==> src/rtl/core/dual_range_distance_averager_core_defines.svh <==
// ----------------------------------------------------------------------------
// Dual-range distance averager assertion macros
// Shared property wrappers for the core's concurrent checks.
// ----------------------------------------------------------------------------
`ifndef DUAL_RANGE_DISTANCE_AVERAGER_CORE_DEFINES_SVH
`define DUAL_RANGE_DISTANCE_AVERAGER_CORE_DEFINES_SVH

// Same-cycle implication, disabled in reset.
`define DRDA_ASSERT_SAME(label, ante, cons, msg) \
  label: assert property (@(posedge clk) disable iff (rst) (ante) |-> (cons)) \
    else $error(msg);

// Next-cycle implication, disabled in reset.
`define DRDA_ASSERT_NEXT(label, ante, cons, msg) \
  label: assert property (@(posedge clk) disable iff (rst) (ante) |=> (cons)) \
    else $error(msg);

`endif

==> src/rtl/core/drda_pkg.sv <==
// ----------------------------------------------------------------------------
// Dual-range distance averager package
// Shared sizes, payload types, register indexes and the root table.
// ----------------------------------------------------------------------------
`default_nettype none
package drda_pkg;

  localparam int WINDOW      = 16;
  localparam int SAMPLE_BITS = 10;
  localparam int SLOT_BITS   = $clog2(WINDOW);
  localparam int SUM_BITS    = SAMPLE_BITS + SLOT_BITS;
  localparam int MEAN_BITS   = 14;
  localparam int FRAC_BITS   = 16;
  localparam int GAIN_BITS   = 24;
  localparam int EXP_BITS    = 16;
  localparam int DIST_BITS   = 24;
  localparam int CFG_IDX_BITS  = 3;
  localparam int CFG_DATA_BITS = 24;

  localparam logic [DIST_BITS-1:0] DIST_MAX = '1;

  localparam logic [CFG_IDX_BITS-1:0] REG_SHORT_GAIN      = 3'd0;
  localparam logic [CFG_IDX_BITS-1:0] REG_SHORT_EXPONENT  = 3'd1;
  localparam logic [CFG_IDX_BITS-1:0] REG_LONG_GAIN       = 3'd2;
  localparam logic [CFG_IDX_BITS-1:0] REG_LONG_EXPONENT   = 3'd3;
  localparam logic [CFG_IDX_BITS-1:0] REG_SHORT_THRESHOLD = 3'd4;
  localparam logic [CFG_IDX_BITS-1:0] REG_LONG_THRESHOLD  = 3'd5;

  typedef struct packed {
    logic [SAMPLE_BITS-1:0] sample_short;
    logic [SAMPLE_BITS-1:0] sample_long;
  } sample_t;

  typedef struct packed {
    logic [DIST_BITS-1:0] distance;
    logic                 from_short;
    logic                 saturated;
  } result_t;

  typedef struct packed {
    logic [MEAN_BITS-1:0]       mean;
    logic [GAIN_BITS-1:0]       gain;
    logic signed [EXP_BITS-1:0] exponent;
  } pw_req_t;

  typedef struct packed {
    logic [DIST_BITS-1:0] distance;
    logic                 sat;
  } pw_rsp_t;

  // Floor integer square root, elaboration only.
  function automatic logic [63:0] isqrt64(input logic [63:0] v);
    logic [63:0] rem;
    logic [63:0] res;
    logic [63:0] bit_v;
    rem   = v;
    res   = '0;
    bit_v = 64'd1 << 62;
    for (int i = 0; i < 32; i++) begin
      if (bit_v > rem) bit_v = bit_v >> 2;
    end
    for (int i = 0; i < 32; i++) begin
      if (bit_v != 64'd0) begin
        if (rem >= res + bit_v) begin
          rem = rem - (res + bit_v);
          res = (res >> 1) + bit_v;
        end else begin
          res = res >> 1;
        end
        bit_v = bit_v >> 2;
      end
    end
    return res;
  endfunction

  // Entry j holds 2^(2^-(j+1)) in Q1.30.
  function automatic logic [FRAC_BITS-1:0][30:0] build_root_rom();
    logic [63:0] r;
    logic [FRAC_BITS-1:0][30:0] rom;
    r = isqrt64(64'd1 << 61);
    rom[0] = r[30:0];
    for (int j = 1; j < FRAC_BITS; j++) begin
      r = isqrt64(r << 30);
      rom[j] = r[30:0];
    end
    return rom;
  endfunction

  localparam logic [FRAC_BITS-1:0][30:0] ROOT_ROM = build_root_rom();

endpackage
`default_nettype wire

==> src/rtl/core/drda_mul.sv <==
// ----------------------------------------------------------------------------
// Shared multiplier
// Signed 32x32 multiply with a registered 64-bit product.
// ----------------------------------------------------------------------------
`default_nettype none
module drda_mul (
  input  logic               clk,
  input  logic signed [31:0] op_a,
  input  logic signed [31:0] op_b,
  output logic signed [63:0] prod
);
  always_ff @(posedge clk) begin
    prod <= op_a * op_b;
  end
endmodule
`default_nettype wire

==> src/rtl/core/drda_window.sv <==
// ----------------------------------------------------------------------------
// Sliding windows
// Two sample windows with running sums and a shared write position.
// ----------------------------------------------------------------------------
`default_nettype none
module drda_window (
  input  logic                          clk,
  input  logic                          rst,
  input  logic                          push,
  input  drda_pkg::sample_t             sample,
  output logic [drda_pkg::MEAN_BITS-1:0] short_mean,
  output logic [drda_pkg::MEAN_BITS-1:0] long_mean,
  output logic                          wrap_next
);
  import drda_pkg::*;

  logic [SAMPLE_BITS-1:0] short_window [WINDOW];
  logic [SAMPLE_BITS-1:0] long_window  [WINDOW];
  logic [SUM_BITS-1:0]    short_sum;
  logic [SUM_BITS-1:0]    long_sum;
  logic [SLOT_BITS-1:0]   write_slot;
  logic [SLOT_BITS-1:0]   write_slot_next;

  always_comb begin
    if (write_slot == SLOT_BITS'(WINDOW - 1)) write_slot_next = '0;
    else write_slot_next = write_slot + 1'b1;
  end

  assign wrap_next = (write_slot_next == SLOT_BITS'(WINDOW - 1));

  always_ff @(posedge clk) begin
    if (rst) begin
      for (int i = 0; i < WINDOW; i++) begin
        short_window[i] <= '0;
        long_window[i]  <= '0;
      end
      short_sum  <= '0;
      long_sum   <= '0;
      write_slot <= '0;
    end else if (push) begin
      short_sum <= short_sum - SUM_BITS'(short_window[write_slot_next])
                   + SUM_BITS'(sample.sample_short);
      long_sum  <= long_sum - SUM_BITS'(long_window[write_slot_next])
                   + SUM_BITS'(sample.sample_long);
      short_window[write_slot_next] <= sample.sample_short;
      long_window[write_slot_next]  <= sample.sample_long;
      write_slot <= write_slot_next;
    end
  end

  // Q10.4 mean of the window
  assign short_mean = MEAN_BITS'({short_sum, 4'b0} / WINDOW);
  assign long_mean  = MEAN_BITS'({long_sum, 4'b0} / WINDOW);
endmodule
`default_nettype wire

==> src/rtl/core/drda_power.sv <==
// ----------------------------------------------------------------------------
// Power-law evaluator
// Computes gain * mean^exponent as exp2(b*log2(m)) on one shared multiplier.
// ----------------------------------------------------------------------------
`default_nettype none
module drda_power (
  input  logic              clk,
  input  logic              rst,
  input  logic              start,
  input  drda_pkg::pw_req_t req,
  output logic              busy,
  output logic              done,
  output drda_pkg::pw_rsp_t rsp
);
  import drda_pkg::*;

  localparam logic [3:0] P_IDLE    = 4'd0;
  localparam logic [3:0] P_SQ_ISS  = 4'd1;
  localparam logic [3:0] P_SQ_WAIT = 4'd2;
  localparam logic [3:0] P_LG_ISS  = 4'd3;
  localparam logic [3:0] P_LG_WAIT = 4'd4;
  localparam logic [3:0] P_EX_ISS  = 4'd5;
  localparam logic [3:0] P_EX_WAIT = 4'd6;
  localparam logic [3:0] P_FN_ISS  = 4'd7;
  localparam logic [3:0] P_FN_WAIT = 4'd8;

  localparam logic [30:0] ONE_Q30 = 31'h4000_0000;

  logic [3:0]           state;
  logic [3:0]           cnt;
  logic [3:0]           n;
  logic [30:0]          x;
  logic [FRAC_BITS-1:0] frac;
  logic signed [8:0]    k;
  logic [FRAC_BITS-1:0] f;
  logic [30:0]          p;

  logic [3:0]           n_calc;
  logic [30:0]          x_init;
  logic [31:0]          sq;
  logic signed [20:0]   lg;
  logic signed [24:0]   e;
  logic signed [31:0]   op_a;
  logic signed [31:0]   op_b;
  logic signed [63:0]   prod;
  logic [54:0]          fin_prod;
  logic [8:0]           shamt;
  logic [54:0]          shifted;

  drda_mul u_mul (
    .clk  (clk),
    .op_a (op_a),
    .op_b (op_b),
    .prod (prod)
  );

  // Leading one of the mean
  always_comb begin
    n_calc = '0;
    for (int i = 0; i < MEAN_BITS; i++) begin
      if (req.mean[i]) n_calc = 4'(i);
    end
  end

  assign x_init = 31'(req.mean) << (5'd30 - {1'b0, n_calc});
  assign sq     = prod[61:30];
  assign lg     = {5'({1'b0, n} - 5'd4), frac};
  assign e      = prod[36:12];
  assign fin_prod = prod[54:0];
  assign shamt  = 9'sd30 - k;
  assign shifted = fin_prod >> shamt[5:0];

  always_comb begin
    op_a = '0;
    op_b = '0;
    case (state)
      P_SQ_ISS: begin
        op_a = {1'b0, x};
        op_b = {1'b0, x};
      end
      P_LG_ISS: begin
        op_a = 32'(req.exponent);
        op_b = 32'(lg);
      end
      P_EX_ISS: begin
        op_a = {1'b0, p};
        op_b = f[4'd15 - cnt] ? {1'b0, ROOT_ROM[cnt]} : {1'b0, ONE_Q30};
      end
      P_FN_ISS: begin
        op_a = {8'b0, req.gain};
        op_b = {1'b0, p};
      end
      default: begin
        op_a = '0;
        op_b = '0;
      end
    endcase
  end

  assign busy = (state != P_IDLE);

  always_ff @(posedge clk) begin
    if (rst) begin
      state <= P_IDLE;
      done  <= 1'b0;
    end else begin
      done <= 1'b0;
      case (state)
        P_IDLE: begin
          if (start) begin
            if (req.mean == '0) begin
              // zero mean: saturate, pass the gain, or give zero
              rsp.sat      <= req.exponent < 0;
              rsp.distance <= (req.exponent < 0) ? DIST_MAX :
                              (req.exponent == 0) ? req.gain : '0;
              done         <= 1'b1;
            end else begin
              n     <= n_calc;
              x     <= x_init;
              frac  <= '0;
              cnt   <= '0;
              state <= P_SQ_ISS;
            end
          end
        end
        P_SQ_ISS: state <= P_SQ_WAIT;
        P_SQ_WAIT: begin
          if (sq[31]) begin
            x    <= sq[31:1];
            frac <= {frac[FRAC_BITS-2:0], 1'b1};
          end else begin
            x    <= sq[30:0];
            frac <= {frac[FRAC_BITS-2:0], 1'b0};
          end
          cnt   <= cnt + 1'b1;
          state <= (cnt == 4'd15) ? P_LG_ISS : P_SQ_ISS;
        end
        P_LG_ISS: state <= P_LG_WAIT;
        P_LG_WAIT: begin
          k     <= e[24:16];
          f     <= e[15:0];
          p     <= ONE_Q30;
          cnt   <= '0;
          state <= P_EX_ISS;
        end
        P_EX_ISS: state <= P_EX_WAIT;
        P_EX_WAIT: begin
          p     <= prod[60:30];
          cnt   <= cnt + 1'b1;
          state <= (cnt == 4'd15) ? P_FN_ISS : P_EX_ISS;
        end
        P_FN_ISS: state <= P_FN_WAIT;
        P_FN_WAIT: begin
          if (fin_prod == '0) begin
            rsp.distance <= '0;
            rsp.sat      <= 1'b0;
          end else if (k >= 9'sd30) begin
            rsp.distance <= DIST_MAX;
            rsp.sat      <= 1'b1;
          end else if (k <= -9'sd34) begin
            rsp.distance <= '0;
            rsp.sat      <= 1'b0;
          end else if (shifted > 55'(DIST_MAX)) begin
            rsp.distance <= DIST_MAX;
            rsp.sat      <= 1'b1;
          end else begin
            rsp.distance <= shifted[DIST_BITS-1:0];
            rsp.sat      <= 1'b0;
          end
          done  <= 1'b1;
          state <= P_IDLE;
        end
        default: state <= P_IDLE;
      endcase
    end
  end
endmodule
`default_nettype wire

==> src/rtl/core/dual_range_distance_averager_core.sv <==
// No new sample is taken until the current item has been handed to the result register;
// the shared multiplier inside the power-law sequencer handles 34 multiplies per range.
// Warm-up items (before the window position first reaches its last slot) only fill the windows.
// Reset (rst, synchronous, active high) clears windows, sums, position, registers.
// ----------------------------------------------------------------------------
// Dual-range distance averager core
// Averages short and long range samples and converts the means to distance.
// ----------------------------------------------------------------------------
`default_nettype none
module dual_range_distance_averager_core (
  input  logic                             clk,
  input  logic                             rst,
  input  logic                             sample_valid,
  output logic                             sample_stall,
  input  drda_pkg::sample_t                sample_data,
  output logic                             result_valid,
  input  logic                             result_stall,
  output drda_pkg::result_t                result_data,
  input  logic                             cfg_valid,
  output logic                             cfg_ready,
  input  logic [drda_pkg::CFG_IDX_BITS-1:0]  cfg_index,
  input  logic [drda_pkg::CFG_DATA_BITS-1:0] cfg_data
);
  import drda_pkg::*;
  `include "dual_range_distance_averager_core_defines.svh"

  localparam logic [2:0] ST_IDLE       = 3'd0;
  localparam logic [2:0] ST_SHORT      = 3'd1;
  localparam logic [2:0] ST_SHORT_WAIT = 3'd2;
  localparam logic [2:0] ST_LONG       = 3'd3;
  localparam logic [2:0] ST_LONG_WAIT  = 3'd4;
  localparam logic [2:0] ST_DONE       = 3'd5;

  logic [2:0]                 state;
  logic                       warming_up;
  logic [GAIN_BITS-1:0]       short_gain;
  logic signed [EXP_BITS-1:0] short_exponent;
  logic [GAIN_BITS-1:0]       long_gain;
  logic signed [EXP_BITS-1:0] long_exponent;
  logic [MEAN_BITS-1:0]       short_threshold;
  logic [MEAN_BITS-1:0]       long_threshold;
  pw_rsp_t                    short_rsp;

  logic                 sample_accept;
  logic                 wrap_next;
  logic [MEAN_BITS-1:0] short_mean;
  logic [MEAN_BITS-1:0] long_mean;
  logic                 pw_start;
  logic                 pw_busy;
  logic                 pw_done;
  pw_req_t              pw_req;
  pw_rsp_t              pw_rsp;
  logic                 pick_short;

  // Registers take writes at any time; indexes past the list are dropped.
  assign cfg_ready = 1'b1;

  always_ff @(posedge clk) begin
    if (rst) begin
      short_gain      <= '0;
      short_exponent  <= '0;
      long_gain       <= '0;
      long_exponent   <= '0;
      short_threshold <= '0;
      long_threshold  <= '0;
    end else if (cfg_valid && cfg_ready) begin
      case (cfg_index)
        REG_SHORT_GAIN:      short_gain      <= cfg_data[GAIN_BITS-1:0];
        REG_SHORT_EXPONENT:  short_exponent  <= cfg_data[EXP_BITS-1:0];
        REG_LONG_GAIN:       long_gain       <= cfg_data[GAIN_BITS-1:0];
        REG_LONG_EXPONENT:   long_exponent   <= cfg_data[EXP_BITS-1:0];
        REG_SHORT_THRESHOLD: short_threshold <= cfg_data[MEAN_BITS-1:0];
        REG_LONG_THRESHOLD:  long_threshold  <= cfg_data[MEAN_BITS-1:0];
        default: ;
      endcase
    end
  end

  // Take a transfer only between items; the result register stands apart.
  assign sample_stall  = (state != ST_IDLE);
  assign sample_accept = sample_valid && !sample_stall;

  drda_window u_window (
    .clk        (clk),
    .rst        (rst),
    .push       (sample_accept),
    .sample     (sample_data),
    .short_mean (short_mean),
    .long_mean  (long_mean),
    .wrap_next  (wrap_next)
  );

  // Feed the evaluator one range at a time: short first, then long.
  assign pw_start = (state == ST_SHORT) || (state == ST_LONG);
  always_comb begin
    if (state == ST_LONG || state == ST_LONG_WAIT) begin
      pw_req.mean     = long_mean;
      pw_req.gain     = long_gain;
      pw_req.exponent = long_exponent;
    end else begin
      pw_req.mean     = short_mean;
      pw_req.gain     = short_gain;
      pw_req.exponent = short_exponent;
    end
  end

  drda_power u_power (
    .clk   (clk),
    .rst   (rst),
    .start (pw_start),
    .req   (pw_req),
    .busy  (pw_busy),
    .done  (pw_done),
    .rsp   (pw_rsp)
  );

  assign pick_short = (short_mean > short_threshold) && (long_mean > long_threshold);

  always_ff @(posedge clk) begin
    if (rst) begin
      state        <= ST_IDLE;
      warming_up   <= 1'b1;
      result_valid <= 1'b0;
    end else begin
      // Raise valid for a finished item; drop it once the far side takes it.
      if (state == ST_DONE && (!result_valid || !result_stall)) result_valid <= 1'b1;
      else if (result_valid && !result_stall) result_valid <= 1'b0;
      case (state)
        ST_IDLE: begin
          if (sample_accept) begin
            if (!warming_up || wrap_next) begin
              warming_up <= 1'b0;
              state      <= ST_SHORT;
            end
          end
        end
        ST_SHORT: state <= ST_SHORT_WAIT;
        ST_SHORT_WAIT: begin
          if (pw_done) begin
            short_rsp <= pw_rsp;
            state     <= ST_LONG;
          end
        end
        ST_LONG: state <= ST_LONG_WAIT;
        ST_LONG_WAIT: begin
          if (pw_done) state <= ST_DONE;
        end
        ST_DONE: begin
          // Hold the finished item until the result register frees up.
          if (!result_valid || !result_stall) begin
            result_data.from_short <= pick_short;
            result_data.distance   <= pick_short ? short_rsp.distance : pw_rsp.distance;
            result_data.saturated  <= pick_short ? short_rsp.sat : pw_rsp.sat;
            state                  <= ST_IDLE;
          end
        end
        default: state <= ST_IDLE;
      endcase
    end
  end

  `DRDA_ASSERT_SAME(a_idle_unit_quiet, state == ST_IDLE, !pw_busy,
                    "evaluator busy while core idle")
  `DRDA_ASSERT_NEXT(a_wrap_starts_work, sample_accept && wrap_next, state == ST_SHORT,
                    "window wrap did not start a computation")
  `DRDA_ASSERT_SAME(a_sat_is_max, result_valid && result_data.saturated,
                    result_data.distance == DIST_MAX, "saturated result below maximum")
  `DRDA_ASSERT_NEXT(a_done_leaves_wait, pw_done && state == ST_LONG_WAIT, state == ST_DONE,
                    "long range done not followed by result stage")
endmodule
`default_nettype wire

==> config.mk <==
export PLATFORM = sky130hd
export DESIGN_NAME = dual_range_distance_averager_core
export DESIGN_NICKNAME = d
export VERILOG_FILES = /design/src/rtl/core/drda_pkg.sv /design/src/rtl/core/drda_mul.sv /design/src/rtl/core/drda_window.sv /design/src/rtl/core/drda_power.sv /design/src/rtl/core/dual_range_distance_averager_core.sv
export VERILOG_INCLUDE_DIRS = /design/src /design/src/rtl/core
export SDC_FILE = /design/constraint.sdc
export NUM_CORES = 2
export LEC_CHECK = 0
export BUFFER_PORTS_ARGS = -buffer_cell sky130_fd_sc_hd__buf_2
export CAP_MARGIN = 40
export CORE_AREA = 2 2 336 338
export CTS_BUF_LIST = sky130_fd_sc_hd__clkbuf_16
export DETAILED_ROUTE_END_ITERATION = 10
export DIE_AREA = 0 0 338 340
export PLACE_DENSITY = 0.94
export SLEW_MARGIN = 20
export SYNTH_ARGS = -nofsm -noshare
export SYNTH_HDL_FRONTEND = slang
export SYNTH_SLANG_ARGS = --single-unit
==> constraint.sdc <==
create_clock -name clk -period 13.3 [get_ports clk]
set_clock_uncertainty 0.2 [all_clocks]
set_input_delay 2.66 -clock clk [delete_from_list [all_inputs] [get_ports clk]]
set_output_delay 2.66 -clock clk [all_outputs]
set_load 0.05 [all_outputs]
After elaboration in Yosys (flattened, before gate mapping)
Memory sizes are Yosys's and may differ from the RTL's. A register that Yosys moved wholly into a read port is not among the register bits.
Index checks and enable logic that the tools add are counted.

operators by class
  $mul = 1
  eq/ne operators = 29
  muxes and demuxes = 72
  shifts and indexed selects = 2
  bitwise gates (word level) = 2
  magnitude comparators = 8
  add/sub/neg operators = 10
  reduce and logical (&&, ||, !) cells = 44
  divide/modulo/power cells = 0

operator list
  operator              count
  $pmux 32 s4           2
  $mux 31               5
  $mux 25               6
  $pmux 31 s2           2
  $mux 24               3
  $mul 32x32->62        1
  $mux 4                14
  $gt 55x24->1 const B  1
  $logic_not 55->1      1
  $shr 55x6->55         1
  $mux 54               1
  $pmux 25 s2           1
  $logic_not 32->1      1
  $mux 16               2
  $pmux 16 s2           1
  $pmux 4 s8            1
  $shl 14x5->31         1
  $add 14x10->14        2
  $gt 14x14->1          2
  $sub 14x10->14        2
  $mux 3                9
  $mux 10               2
  $reduce_or 10->1      2
  $pmux 3 s6            1
  other kinds (37)      104

storage, ports and cells
  register bits after elaboration = 399
  memory bits (writable) = 320
  output and inout bits = 29
  bits of input ports = 52
  memories kept = 3
  logic and storage cells = 200
  latch bits = 0
  bits in read-only memories = 496

memories
  memory                 words  width  rd ports  clocked after Yosys merged registers in  wr ports  line               RTL
  (name not given)       16     31     1         1                                        0         drda_power.sv:87   op_b = f[4'd15 - cnt] ? {1'b0, ROOT_ROM[cnt]} : {1'b0, ONE_Q30};
  u_window.long_window   16     10     1         0                                        16        drda_window.sv:18  logic [SAMPLE_BITS-1:0] long_window [WINDOW];
  u_window.short_window  16     10     1         0                                        16        drda_window.sv:17  logic [SAMPLE_BITS-1:0] short_window [WINDOW];

Logic depth before layout (Yosys ltp)
  depth in word-level cells = 21
  gate-level depth with buffers = 38
  mapped depth without buffers = 33

Cells and area by module
From an unflattened synthesis, not the netlist that was laid out.

second synthesis, totals
  cells, all modules = 7510
  area, all modules = 75660.1 um^2

modules (own cells, without submodules)
  module                             sequential area each (um^2)  times used  cells an instance  area each (um^2)
  drda_mul                           1281.2                       1           3996               37758.7
  drda_window                        10249.8                      1           1243               17297.8
  drda_power                         4764.6                       1           1361               12554.5
  dual_range_distance_averager_core  3793.6                       1           910                8049.0

Least setup slack after synthesis
OpenSTA, ideal clock, no wires.

  path type = register to register
  start = register u_power.cnt[0]
  end = register u_power.u_mul.prod[60]
  path slack = 3.196 ns
  library setup time = 0.091 ns
  period minus slack after synthesis = 10.104 ns
  buffers on the path = 5
  arrival = 9.813 ns
  stages on the path, launching flop included = 34
  required time = 13.009 ns
  path through = edfxtp_1 clkbuf_1 mux4_2 mux4_2 and2_1 clkbuf_1 buf_2 a222oi_1 clkbuf_1 nor2_1 inv_1 fa_1 inv_1 fa_1 fa_1 inv_1 fa_1 inv_1 fa_1 fa_1 fa_1 fa_1 ha_1 clkbuf_1 a21o_1 a21o_1 a21oi_1 nor2b_1 o21a_1 o21ai_0 nand2_1 a21oi_1 mux2_2 a311oi_1

on the way
  cells in the longest elaborated chain, start to end = 6

ends and longest elaborated chain
  item                          line               RTL
  start: declaration            drda_power.sv:30   logic [3:0] cnt;
  start signal: assignment      drda_power.sv:135  cnt <= cnt + 1'b1;
  start signal: assignment      drda_power.sv:149  cnt <= cnt + 1'b1;
  $sub 4x4->4                   drda_power.sv:87
  $bmux 1 s4                    drda_power.sv:87
  $mux 1 (not written as such)  drda_power.sv:87
  $mux 31                       drda_power.sv:87
  $pmux 32 s4                   drda_power.sv:76   case (state)
  $mul 32x32->62                drda_mul.sv:13     prod <= op_a * op_b;
  end signal: assignment        drda_mul.sv:13
  end: declaration              drda_mul.sv:10     output logic signed [63:0] prod

No other way between the ends. The select of a mux whose other input is x is not followed.
A chain may end at the register's enable or synchronous reset.

Final worst setup path
  start = register state[2]
  end = register u_power.u_mul.prod[61]

on the way
  cells in the longest elaborated chain, start to end = 5
  elaborated cells between the ends (all ways) = 6
  those cells by class = 1 x mul; 2 x eq/ne; 2 x mux; 1 x reduce/logical

ends and longest elaborated chain
  item                                             line                                      RTL
  start: declaration                               dual_range_distance_averager_core.sv:34   logic [2:0] state;
  start signal: assignment                         dual_range_distance_averager_core.sv:121  state <= ST_IDLE;
  start signal: assignment                         dual_range_distance_averager_core.sv:133  state <= ST_SHORT;
  start signal: assignment                         dual_range_distance_averager_core.sv:137  ST_SHORT: state <= ST_SHORT_WAIT;
  $eq 3x2->1 / $eq 3x3->1 (equally long branches)  dual_range_distance_averager_core.sv:96   if (state == ST_LONG || state == ST_LONG_WAIT) begin
  $logic_or 1x1->1 *                               dual_range_distance_averager_core.sv:96
  $mux 54 *                                        dual_range_distance_averager_core.sv:96
  $pmux 32 s4 *                                    drda_power.sv:76
  $mul 32x32->62 *                                 drda_mul.sv:13

Mark *: on every way between the ends. The rest lies on a longest branch, timed or not.

==> flow_metrics.env <==
export IMPL_cp_max_fo=47
export IMPL_slowest_delay_ns=0.77
export IMPL_setup_ws_ns=1.62
export IMPL_initial_utilization=0.654
export IMPL_dr_pass1_iters=10
export IMPL_detail_route_wl_per_cell_um=27.0
export IMPL_drc=0
export IMPL_slowest_stage="a31oi_1"
export IMPL_die_h_um=340
export IMPL_max_clock_freq_ghz=0.0856
export IMPL_cts_setup_buffers=0
export IMPL_cap_violations=0
export IMPL_p_per_area_nw_per_um2=89.8
export IMPL_setup_tns_ns=0
export IMPL_critPathKind="flip-flop to flip-flop"
export IMPL_synthFlopType="edfxtp_1"
export IMPL_cts_resized=0
export IMPL_p_int_mw=4.61
export IMPL_cts_buffer_depth=3
export IMPL_gp_congestion=1.11
export IMPL_dieArea_um2=115000
export IMPL_status="finished clean"
export IMPL_ys_seq_elements=748
export IMPL_grt_max_degree=82
export IMPL_hold_path_class="flip-flop to flip-flop"
export IMPL_final_max_slew_violation_count=0
export IMPL_area_delta_synth_final_pct=6.81
export IMPL_vias=57600
export IMPL_htree_levels=3
export IMPL_cts_root_buf="clkbuf_16"
export IMPL_fin_crit_sh=0.879
export IMPL_track_usage=0.416
export IMPL_relSlewSlack=0.260
export IMPL_p_switching_mw=2.39
export IMPL_power_total_mw=7.00
export IMPL_critPathLaunchType="flip-flop"
export IMPL_core_rowCount=123
export IMPL_place_hpwl_um=172000
export IMPL_drt_initial_drc_count=8817
export IMPL_cts_buffers=74
export IMPL_r2r_setup_slack_ns=1.62
export IMPL_antenna_found_initial=23
export IMPL_synthesis_area_um2=73000
export IMPL_period_needed_ns=11.68
export IMPL_crit_top_cell="fa_1"
export IMPL_ys_seq_area_frac=0.275
export IMPL_rsz0062_at_grt="false"
export IMPL_switching_share=0.341
export IMPL_post_place_ws_ns=2.02
export IMPL_ir_drop_uv=150
export IMPL_syn_num_nets=8604
export IMPL_crit_arrival_ns=12.07
export IMPL_synth_cells=7215
export IMPL_clock_latency_ns=0.69
export IMPL_synth_top_area_frac=0.297
export IMPL_drive_above_1_share=0.0986
export IMPL_synth_area_per_cell_um2=10.1
export IMPL_io_pin_count=81
export IMPL_finalInstanceArea_um2=78000
export IMPL_timing_hold_ws_ns=0.247
export IMPL_grt_first_pass_wirelength_um=356000
export IMPL_end_kind="flip-flop"
export IMPL_clock_sinks=748
export IMPL_dpl_cell_area_um2=75100
export IMPL_p_clk_frac=0.302
export IMPL_core_area_um2=112000
export IMPL_p_seq_frac=0.389
export IMPL_leakage_nw=34.6
export IMPL_fillers=7172
export IMPL_wirelength_um=235000
export IMPL_tightest_slew_ns=1.11
export IMPL_viasPerCell=6.63
export IMPL_finalSetupViolations=0
export IMPL_synth_area_leader_cell="fa_1"
export IMPL_synth_enable_flop_cells=507
export IMPL_ctsHoldBuffers=0
export IMPL_portBuffers=79
export IMPL_ys_types=92
export IMPL_clk_pin_slew_ns=0.07
export IMPL_path_delay_family="adder cells"
export IMPL_p_comb_frac=0.309
export IMPL_nNetsFinal=8501
export IMPL_required_ns=13.69
export IMPL_ant_nets=0
export IMPL_grt_pass1_vias=60100
export IMPL_finalHoldViolCount=0
export IMPL_yosysWarnings=0
export IMPL_ys_async_sr_fraction=0
export IMPL_gr_total_overflow=0
export IMPL_synthTopCellsByArea="fa_1, edfxtp_1, dfxtp_1"
export IMPL_die_w_um=338
export IMPL_path_buf_inv=5
export IMPL_cts_tree="yes"
==> logic make-up (layout without fill, tap and decap cells) <==
family          Yosys count  in the layout  share of synthesized area
simple gates           2307           2307                      0.143
buf+inv                1581           1537                     0.0833
fa+ha+maj              1337           1337                      0.340
compound gates          785            785                     0.0719
flops                   748            748                      0.275
mux                     350            350                     0.0739
xor+xnor                106            106                     0.0128
other cells               1             20                  0.0000514
==> stage by stage <==
| stage | std cells | util |
|---|---|---|
| 2_1_floorplan | 7215 | - |
| 3_3_place_gp | 8491 | 0.671 |
| 3_5_place_dp | 8518 | 0.673 |
| 4_1_cts | 8653 | 0.695 |
| 5_1_grt | 8671 | 0.698 |
| 6_report | 8690 | 0.699 |
==> metal layers <==
metal  GRT usage  wire length (µm)  part of all wire  up-vias
li1            -                 -                 -    23000
met3       0.165             34700              0.15     1614
met4       0.338             24000              0.10       12
met5     0.00292                91           0.00039        -
met1       0.474             71800              0.31    27800
met2       0.619            104000              0.44     5172
==> sequential cells by signal, indices dropped and copies added, names as in the netlist, 9 cells and up, named ones only <==
name	cells
short_gain	24
short_exponent	16
short_rsp	25
u_window.long_window	160
u_power.rsp	25
short_threshold	14
u_power.f	16
u_window.short_sum	14
u_power.frac	16
u_power.u_mul.prod	62
u_power.p	31
u_window.long_sum	14
u_power.k	9
u_power.x	31
long_threshold	14
long_gain	24
result_data	26
u_window.short_window	160
long_exponent	16
==> cell usage in the layout (no fill, tap or decap), types with 18 or more instances in the layout <==
cell type,instances
a21o_1,54
ha_1,253
nand2b_1,48
mux4_2,144
nand3_1,40
nor2_1,848
o21bai_1,18
nand2_1,710
nor2b_1,34
nor4_1,28
o21ai_0,108
mux2_2,59
mux2i_1,145
xor2_1,29
diode_2,19
edfxtp_1,507
fa_1,1082
o221ai_1,36
a211oi_1,20
clkbuf_16,75
buf_2,81
a22oi_1,38
a21oi_1,265
inv_1,1164
o22ai_1,20
a31oi_1,23
nor3_1,60
and3_1,38
buf_4,133
xnor2_1,69
and2_1,376
or2_2,51
dfxtp_1,239
o211ai_1,27
nand4_1,24
==> final timing paths <==
check / from / to / cells after the start
setup / recovery: state[2] / u_power.u_mul.prod[61] / 30
hold / removal: u_power.rsp[5] / short_rsp[5] / 0
setup reg to reg: state[2] / u_power.u_mul.prod[61] / 30
hold reg to reg: u_power.rsp[5] / short_rsp[5] / 0
==> Yosys cell counts (all sizes together) (6+ instances only) <==
cell / instances
mux2i: 147
nor3: 65
nor2: 859
buf: 87
a21o: 54
o22ai: 21
or3: 12
o21a: 12
nand2b: 48
o221a: 13
ha: 255
and2: 377
o21ai: 126
xor2: 33
a222oi: 11
a221o: 16
o221ai: 46
clkbuf: 345
mux2: 59
dfxtp: 241
nor3b: 11
a211oi: 20
o2bb2ai: 6
nor4: 28
o31ai: 10
o211ai: 27
inv: 1149
a31oi: 24
fa: 1082
xnor2: 73
and3: 38
a22oi: 38
a21oi: 273
nor2b: 34
a221oi: 12
nand4: 24
o21bai: 18
edfxtp: 507
nand3: 40
or2: 51
nand2: 710
mux4: 144
and4: 6
==> final cells by class <==
| cell class | instances | area [µm²] | share of cell area |
|---|---|---|---|
| clock buffers | 75 | 1880 | 0.0241 |
| well taps | 1500 | 1880 | 0.0241 |
| multi-input cells | 4886 | 47200 | 0.606 |
| clock inverters | 60 | 548 | 0.00703 |
| flip-flops and latches | 748 | 20100 | 0.257 |
| inverters | 1149 | 4320 | 0.0554 |
| diodes | 19 | 47.5 | 0.000610 |
| repair buffers | 253 | 2040 | 0.0261 |
==> power groups by stage <==
| stage | clock (mW) | sequential, mW | combinational, mW |
|---|---|---|---|
| CTS | 2.10 | 2.72 | 2.07 |
| global placement | 0 | 2.76 | 1.92 |
| floorplan | 0 | 2.71 | 1.55 |
| finish | 2.12 | 2.72 | 2.16 |
| detailed placement | 0 | 2.76 | 2.02 |
| global route | 2.19 | 2.72 | 2.29 |
==> worst reg2reg max path: cells and delay by family, from the launching register on <==
kind            cells  cell delay [ns]
buf+inv             5             1.38
compound gates      7             2.39
simple gates        6             1.34
flops               1             0.75
fa+ha+maj           9             4.51
mux                 2             0.85
xor+xnor            1             0.17
Note: power is estimated with default switching activity, not from simulation.
